[config.mk]
export PLATFORM = sky130hd
export DESIGN_NAME = voice_channel_allocator
export DESIGN_NICKNAME = d
export VERILOG_FILES = /design/src/hdl/vca_pkg.sv /design/src/hdl/vca_table.sv /design/src/hdl/vca_scan_unit.sv /design/src/hdl/voice_channel_allocator.sv
export SDC_FILE = /design/constraint.sdc
export NUM_CORES = 2
export LEC_CHECK = 0
export BUFFER_PORTS_ARGS = -buffer_cell sky130_fd_sc_hd__buf_2
export CAP_MARGIN = 20
export CORE_MARGIN = 8
export CORE_UTILIZATION = 50
export CTS_BUF_LIST = sky130_fd_sc_hd__clkbuf_4 sky130_fd_sc_hd__clkbuf_8
export CTS_CLUSTER_SIZE = 16
export DETAILED_ROUTE_END_ITERATION = 7
export PLACE_DENSITY = 0.68
export SKIP_CTS_REPAIR_TIMING = 1
export SYNTH_ARGS = -nofsm -noshare
export SYNTH_HDL_FRONTEND = slang
export SYNTH_HIERARCHICAL = 1
export SYNTH_SLANG_ARGS = --single-unit
export TNS_END_PERCENT = 1
[constraint.sdc]
create_clock -name clk -period 5.3 [get_ports clk]
set_clock_uncertainty 0.1 [all_clocks]
set_input_delay 1.06 -clock clk [delete_from_list [all_inputs] [get_ports clk]]
set_output_delay 1.06 -clock clk [all_outputs]
set_load 0.02 [all_outputs]
[src/hdl/vca_pkg.sv]
`timescale 1ns / 1ps

package vca_pkg;

    // Field widths of the request and result transfers
    localparam int FUNC_W      = 2;
    localparam int ID_W        = 8;
    localparam int TIME_W      = 31;
    localparam int CHAN_OUT_W  = 6;
    localparam int COUNT_OUT_W = 7;

    // Default table size
    localparam int CHANNELS_DEFAULT = 64;

    // Request codes
    localparam logic [FUNC_W-1:0] FUNC_ASSIGN_MUSIC  = 2'd0;
    localparam logic [FUNC_W-1:0] FUNC_ASSIGN_WAVE   = 2'd1;
    localparam logic [FUNC_W-1:0] FUNC_RELEASE_MUSIC = 2'd2;

    // Owner id of a channel that no music holds
    localparam logic [ID_W-1:0] NO_MUSIC = 8'hFF;

    // Channel usage
    typedef enum logic [1:0] {
        KIND_UNUSED = 2'd0,
        KIND_MUSIC  = 2'd1,
        KIND_WAVE   = 2'd2
    } kind_t;

    // Status of the scan unit towards the sequencer
    typedef struct packed {
        logic have_unused;
        logic have_wave;
        logic match;
    } scan_flags_t;

endpackage

[src/hdl/vca_table.sv]
`timescale 1ns / 1ps

module vca_table #(
    parameter int CHANNELS = vca_pkg::CHANNELS_DEFAULT
) (
    input  logic                            clk,
    input  logic                            rst_n,
    // read port, registered: data in the cycle after rd_en
    input  logic                            rd_en,
    input  logic [$clog2(CHANNELS)-1:0]     rd_addr,
    output vca_pkg::kind_t                  rd_kind,
    output logic [vca_pkg::ID_W-1:0]        rd_owner,
    output logic [vca_pkg::TIME_W-1:0]      rd_start,
    // write port
    input  logic                            we,
    input  logic [$clog2(CHANNELS)-1:0]     waddr,
    input  vca_pkg::kind_t                  wkind,
    input  logic [vca_pkg::ID_W-1:0]        wowner,
    input  logic                            start_we,
    input  logic [vca_pkg::TIME_W-1:0]      wstart
);

    vca_pkg::kind_t                 kind_mem  [CHANNELS];
    logic [vca_pkg::ID_W-1:0]       owner_mem [CHANNELS];
    logic [vca_pkg::TIME_W-1:0]     start_mem [CHANNELS];

    logic [CHANNELS-1:0]            valid_reg;

    vca_pkg::kind_t                 kind_rd_reg;
    logic [vca_pkg::ID_W-1:0]       owner_rd_reg;
    logic [vca_pkg::TIME_W-1:0]     start_rd_reg;
    logic                           valid_rd_reg;

    // per-channel written flags, cleared at reset so the table reads empty at once
    always_ff @(posedge clk or negedge rst_n)
    begin
        if (!rst_n)
        begin
            valid_reg    <= '0;
            valid_rd_reg <= 1'b0;
        end
        else
        begin
            if (we)
                valid_reg[waddr] <= 1'b1;
            if (rd_en)
                valid_rd_reg <= valid_reg[rd_addr];
        end
    end

    // storage arrays, registered read
    always_ff @(posedge clk)
    begin
        if (we)
        begin
            kind_mem[waddr]  <= wkind;
            owner_mem[waddr] <= wowner;
        end
        if (start_we)
            start_mem[waddr] <= wstart;
        if (rd_en)
        begin
            kind_rd_reg  <= kind_mem[rd_addr];
            owner_rd_reg <= owner_mem[rd_addr];
            start_rd_reg <= start_mem[rd_addr];
        end
    end

    // never-written entries read as unused with no owner
    assign rd_kind  = valid_rd_reg ? kind_rd_reg : vca_pkg::KIND_UNUSED;
    assign rd_owner = valid_rd_reg ? owner_rd_reg : vca_pkg::NO_MUSIC;
    assign rd_start = start_rd_reg;

endmodule

[src/hdl/vca_scan_unit.sv]
`timescale 1ns / 1ps

module vca_scan_unit #(
    parameter int CHANNELS = vca_pkg::CHANNELS_DEFAULT
) (
    input  logic                            clk,
    input  logic                            rst_n,
    input  logic                            clear,
    input  logic                            en,
    input  logic [$clog2(CHANNELS)-1:0]     idx,
    input  vca_pkg::kind_t                  kind,
    input  logic [vca_pkg::ID_W-1:0]        owner,
    input  logic [vca_pkg::TIME_W-1:0]      start,
    input  logic [vca_pkg::ID_W-1:0]        id,
    output vca_pkg::scan_flags_t            flags,
    output logic [$clog2(CHANNELS)-1:0]     unused_idx,
    output logic [$clog2(CHANNELS)-1:0]     wave_idx
);

    localparam int CH_W = $clog2(CHANNELS);

    logic               have_unused_reg;
    logic               have_wave_reg;
    logic [CH_W-1:0]    unused_idx_reg;
    logic [CH_W-1:0]    wave_idx_reg;
    logic [vca_pkg::TIME_W-1:0] oldest_reg;

    logic               is_unused;
    logic               take_wave;

    // the shared compare: oldest wave so far, strict so the lowest index wins ties
    always_comb
    begin
        is_unused = 1'b0;
        take_wave = 1'b0;
        case (kind)
            vca_pkg::KIND_UNUSED: is_unused = 1'b1;
            vca_pkg::KIND_WAVE:   take_wave = !have_wave_reg || (start < oldest_reg);
            default:              ;
        endcase
    end

    // running flags
    always_ff @(posedge clk or negedge rst_n)
    begin
        if (!rst_n)
        begin
            have_unused_reg <= 1'b0;
            have_wave_reg   <= 1'b0;
        end
        else if (clear)
        begin
            have_unused_reg <= 1'b0;
            have_wave_reg   <= 1'b0;
        end
        else if (en)
        begin
            if (is_unused)
                have_unused_reg <= 1'b1;
            if (take_wave)
                have_wave_reg <= 1'b1;
        end
    end

    // candidates; ascending scan so the last unused seen is the highest
    always_ff @(posedge clk)
    begin
        if (en && !clear)
        begin
            if (is_unused)
                unused_idx_reg <= idx;
            if (take_wave)
            begin
                wave_idx_reg <= idx;
                oldest_reg   <= start;
            end
        end
    end

    assign flags.have_unused = have_unused_reg;
    assign flags.have_wave   = have_wave_reg;
    assign flags.match       = (kind == vca_pkg::KIND_MUSIC) && (owner == id);
    assign unused_idx        = unused_idx_reg;
    assign wave_idx          = wave_idx_reg;

endmodule

[src/hdl/voice_channel_allocator.sv]
`timescale 1ns / 1ps

// Channel    Handshake                Payload
// request    in_valid / in_ready      func, music_id, now
// result     out_valid / out_ready    channel, no_channel, free_count
//
// One request at a time. Assign: the scan reads one table entry per cycle through the
// scan compare, then the grant state writes the chosen channel, if any, and the result.
// Release: the scan alone, freeing matching music channels as it passes; an undefined
// code goes straight to the result. After the result transfer the FSM returns to idle.
// Reset empties the table at once through per-channel written flags.
// in_ready stays low while a request is in work or its result is not taken.

module voice_channel_allocator #(
    parameter int CHANNELS = vca_pkg::CHANNELS_DEFAULT
) (
    input  logic                                clk,
    input  logic                                rst_n,
    input  logic                                in_valid,
    output logic                                in_ready,
    input  logic [vca_pkg::FUNC_W-1:0]          func,
    input  logic [vca_pkg::ID_W-1:0]            music_id,
    input  logic [vca_pkg::TIME_W-1:0]          now,
    output logic                                out_valid,
    input  logic                                out_ready,
    output logic [vca_pkg::CHAN_OUT_W-1:0]      channel,
    output logic                                no_channel,
    output logic [vca_pkg::COUNT_OUT_W-1:0]     free_count
);

    localparam int CH_W  = $clog2(CHANNELS);
    localparam int CNT_W = $clog2(CHANNELS + 1);
    localparam logic [CNT_W-1:0] LAST_CNT = CNT_W'(CHANNELS);

    typedef enum logic [1:0] {
        S_IDLE,
        S_SCAN,
        S_GRANT,
        S_RESULT
    } state_t;

    state_t                         state_reg;
    logic [CNT_W-1:0]               cnt_reg;
    logic [CNT_W-1:0]               free_reg;
    logic [CH_W-1:0]                rd_idx_reg;
    logic [vca_pkg::FUNC_W-1:0]     func_reg;
    logic [vca_pkg::ID_W-1:0]       id_reg;
    logic [vca_pkg::TIME_W-1:0]     now_reg;
    logic                           out_valid_reg;
    logic [vca_pkg::CHAN_OUT_W-1:0] channel_reg;
    logic                           no_channel_reg;
    logic [vca_pkg::COUNT_OUT_W-1:0] free_count_reg;

    logic                           in_xfer;
    logic                           scan_en;
    logic                           rd_en;
    logic                           is_release;
    logic                           is_assign;
    logic                           grant_ok;
    logic [CH_W-1:0]                chosen;
    logic [CNT_W-1:0]               free_next;
    logic [vca_pkg::COUNT_OUT_W-1:0] free_out_next;
    logic [vca_pkg::CHAN_OUT_W-1:0] chan_out_next;
    logic [CNT_W+vca_pkg::COUNT_OUT_W-1:0] free_ext;
    logic [CH_W+vca_pkg::CHAN_OUT_W-1:0]   chan_ext;

    logic                           we;
    logic                           start_we;
    logic [CH_W-1:0]                waddr;
    vca_pkg::kind_t                 wkind;
    logic [vca_pkg::ID_W-1:0]       wowner;

    vca_pkg::kind_t                 rd_kind;
    logic [vca_pkg::ID_W-1:0]       rd_owner;
    logic [vca_pkg::TIME_W-1:0]     rd_start;
    vca_pkg::scan_flags_t           flags;
    logic [CH_W-1:0]                unused_idx;
    logic [CH_W-1:0]                wave_idx;

    vca_table #(
        .CHANNELS (CHANNELS)
    ) u_table (
        .clk      (clk),
        .rst_n    (rst_n),
        .rd_en    (rd_en),
        .rd_addr  (cnt_reg[CH_W-1:0]),
        .rd_kind  (rd_kind),
        .rd_owner (rd_owner),
        .rd_start (rd_start),
        .we       (we),
        .waddr    (waddr),
        .wkind    (wkind),
        .wowner   (wowner),
        .start_we (start_we),
        .wstart   (now_reg)
    );

    vca_scan_unit #(
        .CHANNELS (CHANNELS)
    ) u_scan (
        .clk        (clk),
        .rst_n      (rst_n),
        .clear      (in_xfer),
        .en         (scan_en),
        .idx        (rd_idx_reg),
        .kind       (rd_kind),
        .owner      (rd_owner),
        .start      (rd_start),
        .id         (id_reg),
        .flags      (flags),
        .unused_idx (unused_idx),
        .wave_idx   (wave_idx)
    );

    assign in_ready   = (state_reg == S_IDLE);
    assign in_xfer    = in_valid && in_ready;
    assign out_valid  = out_valid_reg;
    assign channel    = channel_reg;
    assign no_channel = no_channel_reg;
    assign free_count = free_count_reg;

    assign is_release = (func_reg == vca_pkg::FUNC_RELEASE_MUSIC);
    assign is_assign  = (func_reg == vca_pkg::FUNC_ASSIGN_MUSIC) ||
                        (func_reg == vca_pkg::FUNC_ASSIGN_WAVE);

    // scan timing: read issued at cnt, compared in the next cycle
    assign rd_en    = (state_reg == S_SCAN) && (cnt_reg != LAST_CNT);
    assign scan_en  = (state_reg == S_SCAN) && (cnt_reg != '0);

    assign grant_ok = flags.have_unused || flags.have_wave;
    assign chosen   = flags.have_unused ? unused_idx : wave_idx;

    // table writes and the free-channel count
    always_comb
    begin
        we        = 1'b0;
        start_we  = 1'b0;
        waddr     = rd_idx_reg;
        wkind     = vca_pkg::KIND_UNUSED;
        wowner    = vca_pkg::NO_MUSIC;
        free_next = free_reg;
        case (state_reg)
            S_SCAN:
            begin
                // release frees each matching music channel as it passes
                if (scan_en && is_release && flags.match)
                begin
                    we        = 1'b1;
                    free_next = free_reg + 1'b1;
                end
            end
            S_GRANT:
            begin
                waddr = chosen;
                if (grant_ok)
                begin
                    we = 1'b1;
                    if (func_reg == vca_pkg::FUNC_ASSIGN_MUSIC)
                    begin
                        wkind     = vca_pkg::KIND_MUSIC;
                        wowner    = id_reg;
                        free_next = free_reg - 1'b1;
                    end
                    else
                    begin
                        wkind    = vca_pkg::KIND_WAVE;
                        start_we = 1'b1;
                    end
                end
            end
            default: ;
        endcase
    end

    // output field widths: zero-extend, then keep the low bits
    assign free_ext      = {{vca_pkg::COUNT_OUT_W{1'b0}}, free_next};
    assign free_out_next = free_ext[vca_pkg::COUNT_OUT_W-1:0];
    assign chan_ext      = {{vca_pkg::CHAN_OUT_W{1'b0}}, chosen};
    assign chan_out_next = chan_ext[vca_pkg::CHAN_OUT_W-1:0];

    // sequencer
    always_ff @(posedge clk or negedge rst_n)
    begin
        if (!rst_n)
        begin
            state_reg      <= S_IDLE;
            cnt_reg        <= '0;
            free_reg       <= LAST_CNT;
            rd_idx_reg     <= '0;
            func_reg       <= '0;
            id_reg         <= '0;
            now_reg        <= '0;
            out_valid_reg  <= 1'b0;
            channel_reg    <= '0;
            no_channel_reg <= 1'b0;
            free_count_reg <= '0;
        end
        else
        begin
            free_reg <= free_next;
            case (state_reg)
                S_IDLE:
                begin
                    if (in_xfer)
                    begin
                        func_reg <= func;
                        id_reg   <= music_id;
                        now_reg  <= now;
                        cnt_reg  <= '0;
                        if ((func == vca_pkg::FUNC_ASSIGN_MUSIC) ||
                            (func == vca_pkg::FUNC_ASSIGN_WAVE) ||
                            (func == vca_pkg::FUNC_RELEASE_MUSIC))
                        begin
                            state_reg <= S_SCAN;
                        end
                        else
                        begin
                            // undefined code: report the count only
                            channel_reg    <= '0;
                            no_channel_reg <= 1'b0;
                            free_count_reg <= free_out_next;
                            out_valid_reg  <= 1'b1;
                            state_reg      <= S_RESULT;
                        end
                    end
                end
                S_SCAN:
                begin
                    rd_idx_reg <= cnt_reg[CH_W-1:0];
                    cnt_reg    <= cnt_reg + 1'b1;
                    if (cnt_reg == LAST_CNT)
                    begin
                        if (is_assign)
                        begin
                            state_reg <= S_GRANT;
                        end
                        else
                        begin
                            channel_reg    <= '0;
                            no_channel_reg <= 1'b0;
                            free_count_reg <= free_out_next;
                            out_valid_reg  <= 1'b1;
                            state_reg      <= S_RESULT;
                        end
                    end
                end
                S_GRANT:
                begin
                    channel_reg    <= grant_ok ? chan_out_next : '0;
                    no_channel_reg <= !grant_ok;
                    free_count_reg <= free_out_next;
                    out_valid_reg  <= 1'b1;
                    state_reg      <= S_RESULT;
                end
                S_RESULT:
                begin
                    if (out_ready)
                    begin
                        out_valid_reg <= 1'b0;
                        state_reg     <= S_IDLE;
                    end
                end
                default:
                begin
                    state_reg <= S_IDLE;
                end
            endcase
        end
    end

    // a request is never taken while a result is pending
    a_no_overlap: assert property (@(posedge clk) disable iff (!rst_n)
        !(in_ready && out_valid))
        else $error("request taken while a result is pending");

    // the free count never exceeds the table size
    a_free_bound: assert property (@(posedge clk) disable iff (!rst_n)
        free_reg <= LAST_CNT)
        else $error("free channel count out of range");

    // a refused assign grants no channel
    a_refused_zero: assert property (@(posedge clk) disable iff (!rst_n)
        (out_valid && no_channel) |-> (channel == '0))
        else $error("refused request reports a channel");

    // an accepted request blocks the input on the next cycle
    a_busy_after_xfer: assert property (@(posedge clk) disable iff (!rst_n)
        (in_valid && in_ready) |=> !in_ready)
        else $error("input still ready after a transfer");

endmodule
# After elaboration in Yosys (flattened, before gate mapping)
# Memories as Yosys holds them, arrays and structs flattened. A register that Yosys moved wholly into a read port is not among the register bits.
# Index checks and enable logic that the tools add are counted.
[totals] elab_cells=147 reg_bits=188 output_inout_bits=16 input_bits=45 ramBits=2624 mem_count=3
[classes] mux=66 n_lt_le_gt_ge=4 add_sub_neg=3 bitwise_logic=1 n_reduce_logical=35 n_eq_ne=17
[mem_list] name="u_table.start_mem" depth=64 width=31 read_ports=1 rd_ports_with_merged_regs=1 wr=1 line="vca_table.sv:25" text="logic [vca_pkg::TIME_W-1:0] start_mem [CHANNELS];"
[mem_list] name="u_table.owner_mem" depth=64 width=8 read_ports=1 rd_ports_with_merged_regs=1 wr=1 line="vca_table.sv:24" text="logic [vca_pkg::ID_W-1:0] owner_mem [CHANNELS];"
[mem_list] name="u_table.kind_mem" depth=64 width=2 read_ports=1 rd_ports_with_merged_regs=1 wr=1 line="vca_table.sv:23" text="vca_pkg::kind_t kind_mem [CHANNELS];"
[ops] operator="64-bit OR" n=1
[ops] operator="7-bit two-way mux" n=8
[ops] operator="6-bit two-way mux" n=7
[ops] operator="8-bit two-way mux" n=4
[ops] operator="31-bit < comparator" n=1
[ops] operator="1-bit two-way mux" n=29
[ops] operator="7-bit one-hot mux with 2 select lines" n=2
[ops] operator="7-bit one-hot mux with 3 select lines" n=1
[ops] operator="6-bit one-hot mux with 3 select lines" n=1
[ops] operator="2-bit two-way mux" n=8
[ops] operator="7-bit by 1-bit adder with 7-bit output, second input constant" n=2
[ops] operator="6-bit by 7-bit < comparator with 1-bit output, second input constant" n=2
[ops] operator="2-bit AND reduction" n=6
[ops] operator="2-bit == test, second input constant" n=5
[ops] operator="5-bit AND reduction" n=2
[ops] operator="2-bit by 1-bit == test with 1-bit output, second input constant" n=4
[ops] operator="8-bit == test" n=1
[ops] operator="1-bit logical AND" n=8
[ops] operator="2-bit zero test" n=4
[ops] operator="2-bit one-hot mux with 4 select lines" n=1
[ops] operator="2-bit nonzero test" n=4
[ops] operator="7-bit == test, second input constant" n=1
[ops] operator="7-bit != test, second input constant" n=1
[ops] operator="7-bit nonzero test" n=1
[ops] operator="13 further kinds" n=22

# Longest topological paths before layout
[logic_depth] word_depth=9 depth_mapped=14 depth_no_buf=13

# Cells and area by module
# The synthesis kept the hierarchy.
[modules_own_cells] mod="vca_table" cells_per_inst=4220 area_per_inst_um2=103685.7 seq_area_each_um2=81653.3 n_inst=1
[modules_own_cells] mod="voice_channel_allocator" cells_per_inst=321 area_per_inst_um2=3689.8 seq_area_each_um2=1953.1 n_inst=1
[modules_own_cells] mod="vca_scan_unit" cells_per_inst=176 area_per_inst_um2=2260.9 seq_area_each_um2=1341.3 n_inst=1

# Least setup slack after synthesis
# No wires, ideal clock.
[synth_timing] path_kind="reg2reg" from="reg state_reg[0]" to="mem u_table/start_mem[32][0] in the netlist's numbering, enable pin" slack_ns=0.018 stages_incl_launch_ff=8 synth_period_minus_slack_ns=5.282 n_path_buf=1 t_arrival_ns=4.763 required_time_ns=4.781 setup_ns=0.419 path_cell_list="dfrtp_1 -> inv_1 -> ha_1 -> clkbuf_1 -> nand2_1 -> nor2_1 -> nand3_1 -> nor2_1"
[synth_between] elab_chain_cells=4 elab_cells_between_ends=5 classes_between="eq/ne (1); mux (4)"
[synth_rtl] element="start, declared" line="voice_channel_allocator.sv:42" text="state_t state_reg;"
[synth_rtl] element="start signal, assigned" line="voice_channel_allocator.sv:186" text="state_reg <= S_IDLE;"
[synth_rtl] element="start signal, assigned" line="voice_channel_allocator.sv:214" text="state_reg <= S_SCAN;"
[synth_rtl] element="start signal, assigned" line="voice_channel_allocator.sv:223" text="state_reg <= S_RESULT;"
[synth_rtl] element="2-bit == test" line="voice_channel_allocator.sv:142" text="case (state_reg)"
[synth_rtl] element="1-bit two-way mux" line="voice_channel_allocator.sv:142"
[synth_rtl] element="via start_we" line="voice_channel_allocator.sv:68" text="logic start_we;"
[synth_rtl] element="1-bit two-way mux" line="vca_table.sv:59" text="if (start_we)"
[synth_rtl] element="1-bit two-way mux (not written as such)" line="vca_table.sv:60" text="start_mem[waddr] <= wstart;"
[synth_rtl] element="end, declared" line="vca_table.sv:25"
# The timed path passes the listed nets, and every way through them passes these cells.

# Worst setup path in the final report
[layout_timing] from="reg state_reg[0]" to="mem u_table/start_mem[13][22] in the netlist's numbering, enable pin"
[layout_between] elab_cells_between_ends=5 classes_between="eq/ne (1); mux (4)"
[layout_lines] element="2-bit == test" line="voice_channel_allocator.sv:142"
[layout_lines] element="6-bit two-way mux" line="voice_channel_allocator.sv:142"
[layout_lines] element="via waddr[3]" line="voice_channel_allocator.sv:69" text="logic [CH_W-1:0] waddr;"
# The timed path passes the listed nets, and every way through them passes these cells.

==> flow_results.org <==
** Status
- Run status :: finished, final reports clean

** GRT
- Initial antenna violation count :: 14
- Summed over all layers, the global routing overflow is 0.
- Global routing usage summed across all routing layers :: 21.86%
- Wire length of the first global-routing pass :: 375.8 mm
- Pin count of the biggest net entering global routing :: 126
- Via count of the first global-routing pass :: 52840

** Synthesis
- Gate count after technology mapping :: 4717
- In this run, synthesis inferred 2708 flip-flops with an integrated enable.
- Post-synthesis cell type with the largest combined area :: sky130_fd_sc_hd__edfxtp_1
- Yosys printed 6 warnings.
- Synth Area per Inst :: 23.24 sq um
- By area the synthesized netlist is led by sky130_fd_sc_hd__edfxtp_1 74%, sky130_fd_sc_hd__mux4_2 17%, sky130_fd_sc_hd__dfrtp_1 3.3%.
- Fraction of registers with async set/reset :: 5.082%
- The share of the Yosys chip area taken by registers is 77.48%.
- In the synthesized netlist the dominant register cell turns out to be sky130_fd_sc_hd__edfxtp_1.
- The mapped netlist covers 109600 sq um.
- Portion of synthesized cell area occupied by the leading cell type :: 74.17%
- After synthesis the netlist holds a flip-flop and latch count of 2853.
- Synthesis produced a netlist with a net count of 4801.
- Number of distinct standard cells referenced by the synthesized netlist :: 59

** Detailed routing
- Count of unresolved DRC violations after routing :: 0
- Number of detailed-routing iterations run before antenna repair :: 5
- Remaining number of nets flagged by the antenna check after routing :: 0
- Total wire length :: 260.6 mm
- Dividing the detail-routed wire length by the instance count gives 30.69 um.
- The routed layout has 52500 vias.
- Dividing the detail-routed via count by the number of cells gives 6.183.
- Starting DRT DRC Count :: 6297

** Timing
- Tightest Pin Transition :: 1.143 ns
- Highest achievable clock rate :: 200.0 MHz
- Unrepaired setup endpoints after global routing :: false
- The hold violation count in the final report came to 0.
- Measured against its own limit, the worst slew margin works out to 23.80%.
- Setup violators final :: 0
- Post-route minimum period :: 5.000 ns
- Final Max Slew Viols :: 0
- Setup total negative slack on the finished layout was measured at 0 ns.
- Share of the cycle needed by the critical path after routing :: 94.33%

** Finish
- In the final design database the tool counted 5340 nets.
- Commonest cells after routing, fill and taps aside :: 2708 x sky130_fd_sc_hd__edfxtp_1, 823 x sky130_fd_sc_hd__mux4_2, 480 x sky130_fd_sc_hd__clkbuf_8
- The register with the most flip-flops in the final layout is u_table/start_mem.
- Of the cells placed in the final design, the portion with a size suffix greater than 1 is 37.48%.
- Area added between synthesis and finish :: 13.40%
- Flip-flop count of the largest register, all copies and words added :: 1984
- The largest registers in the layout are u_table/start_mem (1984), u_table/owner_mem (512), u_table/kind_mem (128).
- The library cell used most frequently in the layout, excluding fill and tap cells, is sky130_fd_sc_hd__edfxtp_1.

** Placement
- Routability-driven placement finished with a final weighted congestion of 0.7953.
- Detailed placement HPWL :: 150.7 mm
- Input and output buffers added on the ports amount to 60.

** Pwr
- Power density relative to cell area :: 515.0 nW/um^2
- Switching Fraction :: 30.12%
- Clock network fraction of total power :: 27.9%
- Leakage power of the design :: 39.58 nW
- Combinational group share of total power :: 25.9%
- Internal power of the cells :: 44.74 mW
- Worst vdd rail ir drop :: 0.4544 mV
- Switching component of the power :: 19.28 mW
- Total power for the finished layout comes to 64.03 mW.
- In this run, flip-flops and latches consume 46.2% of the power.

** Run
- Max Cap Violations :: 0

** Setup path
- CP Data Required Time :: 5.82 ns
- Arrival time of the worst setup path :: 5.52 ns
- The worst setup path is launched from a flop.
- Worst reg2reg setup slack :: 0.30 ns
- The setup path with the least slack is of type reg2reg.
- STA classifies the critical path endpoint as a flop.
- Maximum fanout encountered on the critical timing path :: 19

** CTS
- TritonCTS built the clock tree.
- After clock tree synthesis, the clock-pin slew on the worst setup and hold paths is 0.07 ns.
- H-Tree Depth :: 5
- Clock latency on the worst-skew pair :: 1.10 ns
- The number of clock buffers added by TritonCTS is 449.
- In this run the deepest clock path goes through 4 buffers.
- The root buffer cell chosen for the clock tree is sky130_fd_sc_hd__clkbuf_8.
- TritonCTS sink count :: 2853

** Hold path
- Worst hold-check path type :: in2reg

** Floorplanning
- From bottom edge to top edge, the die measures 484.3 um.
- The initial utilization of the core area, before any placement, comes to 50.09%.
- During I/O placement, the number of pins put on the boundary was 61.
- Floorplan Core Area :: 218900 sq um
- Standard-cell rows :: 172
- The floorplan step defined a die boundary enclosing 234500 sq um.
- Chip Width :: 484.3 um
==> cells by family (layout without fill, tap and decap cells) <==
group	Yosys count	after routing	share of synthesized area [%]
buffers and inverters	292	1191	1.173
other	0	4	0
muxes	915	915	17.82
adders and majority gates	39	39	0.4451
xor gates and xnor gates	13	13	0.1039
DFF	2853	2853	77.48
and+or+nand+nor	419	419	1.805
AOI/OAI and AO/OA	186	186	1.166
==> synth_stat cells (all sizes together), types with 2 or more instances <==
| cell | instances |
|---|---|
| a2111oi | 2 |
| a211o | 3 |
| a211oi | 13 |
| a21o | 3 |
| a21oi | 37 |
| a22oi | 70 |
| a311oi | 2 |
| a31oi | 11 |
| and2 | 8 |
| and4 | 2 |
| buf | 124 |
| clkbuf | 118 |
| dfrtp | 144 |
| edfxtp | 2708 |
| ha | 39 |
| inv | 49 |
| mux2 | 57 |
| mux2i | 35 |
| mux4 | 823 |
| nand2 | 88 |
| nand2b | 21 |
| nand3 | 20 |
| nand3b | 4 |
| nand4 | 10 |
| nand4b | 2 |
| nor2 | 172 |
| nor2b | 13 |
| nor3 | 5 |
| nor4 | 3 |
| nor4b | 2 |
| o21ai | 20 |
| o221ai | 3 |
| o22ai | 6 |
| o31ai | 9 |
| or2 | 65 |
| or3b | 2 |
| xnor2 | 5 |
| xor2 | 8 |
==> power by group through the flow <==
stage | clock [mW] | combinational, mW | sequential, mW
global route | 19.2 | 17.5 | 29.7
global placement | 0 | 15.6 | 30.5
detailed placement | 0 | 15.8 | 30.7
floorplan | 0 | 9.81 | 30.4
CTS | 18.2 | 15.8 | 30.2
finish | 17.9 | 16.6 | 29.6
==> critical path, stage by stage, from the launching register on <==
cell	delay, ns
sky130_fd_sc_hd__dfrtp_1	0.42
sky130_fd_sc_hd__inv_1	0.13
sky130_fd_sc_hd__ha_1	0.57
sky130_fd_sc_hd__nor2_1	0.11
sky130_fd_sc_hd__a21oi_1	0.53
sky130_fd_sc_hd__buf_4	0.29
sky130_fd_sc_hd__nor2b_1	0.87
sky130_fd_sc_hd__nand2_1	0.41
sky130_fd_sc_hd__nor2_4	0.61
sky130_fd_sc_hd__buf_4	0.45
==> worst paths after layout <==
kind / from / endpoint / depth (start not counted)
setup / recovery: state_reg[0] / u_table/start_mem[13][22] / 9
hold / removal: now[5] / now_reg[5] / 2
setup reg to reg: state_reg[0] / u_table/start_mem[13][22] / 9
hold reg to reg: u_table/valid_reg[46] / u_table/valid_reg[46] / 1
max in group asynchronous: rst_n / u_table/valid_reg[15] / 3
min in group asynchronous: rst_n / free_count[3] / 2
==> cell type report <==
class                      instances  area, sq um
inverter                          50        187.7
tap                             2871         3592
fill                           15580        94530
sequential                      2853        85000
clock inverter                   173        887.1
multi-input combinational       1572        23980
timing repair buffer             330         2883
antenna                            4        10.01
clock buffer                     638         7786
==> through the flow <==
step | hold slack, ns | instance area, sq um | setup slack [ns] | util, % | instances
2_1_floorplan | 0.3271 | 109600 | 0.01832 | - | 4717
3_3_place_gp | 0.3390 | 115300 | 0.2179 | 52.70 | 7659
3_5_place_dp | 0.3445 | 115400 | 0.3544 | 52.71 | 7661
4_1_cts | -0.1389 | 124000 | 0.3476 | 56.67 | 8472
5_1_grt | 0.009964 | 124300 | 0.09841 | 56.80 | 8488
6_report | 0.08545 | 124300 | 0.3004 | 56.81 | 8491
==> metal layers <==
metal,global-route usage (%),vias up,routed length (um)
li1,-,21120,-
met1,31.82,28270,106000
met2,33.96,2700,123600
met3,5.011,411,24910
met4,5.670,0,6075
met5,0,-,0
No activity file was read; power rests on OpenSTA's default activity.
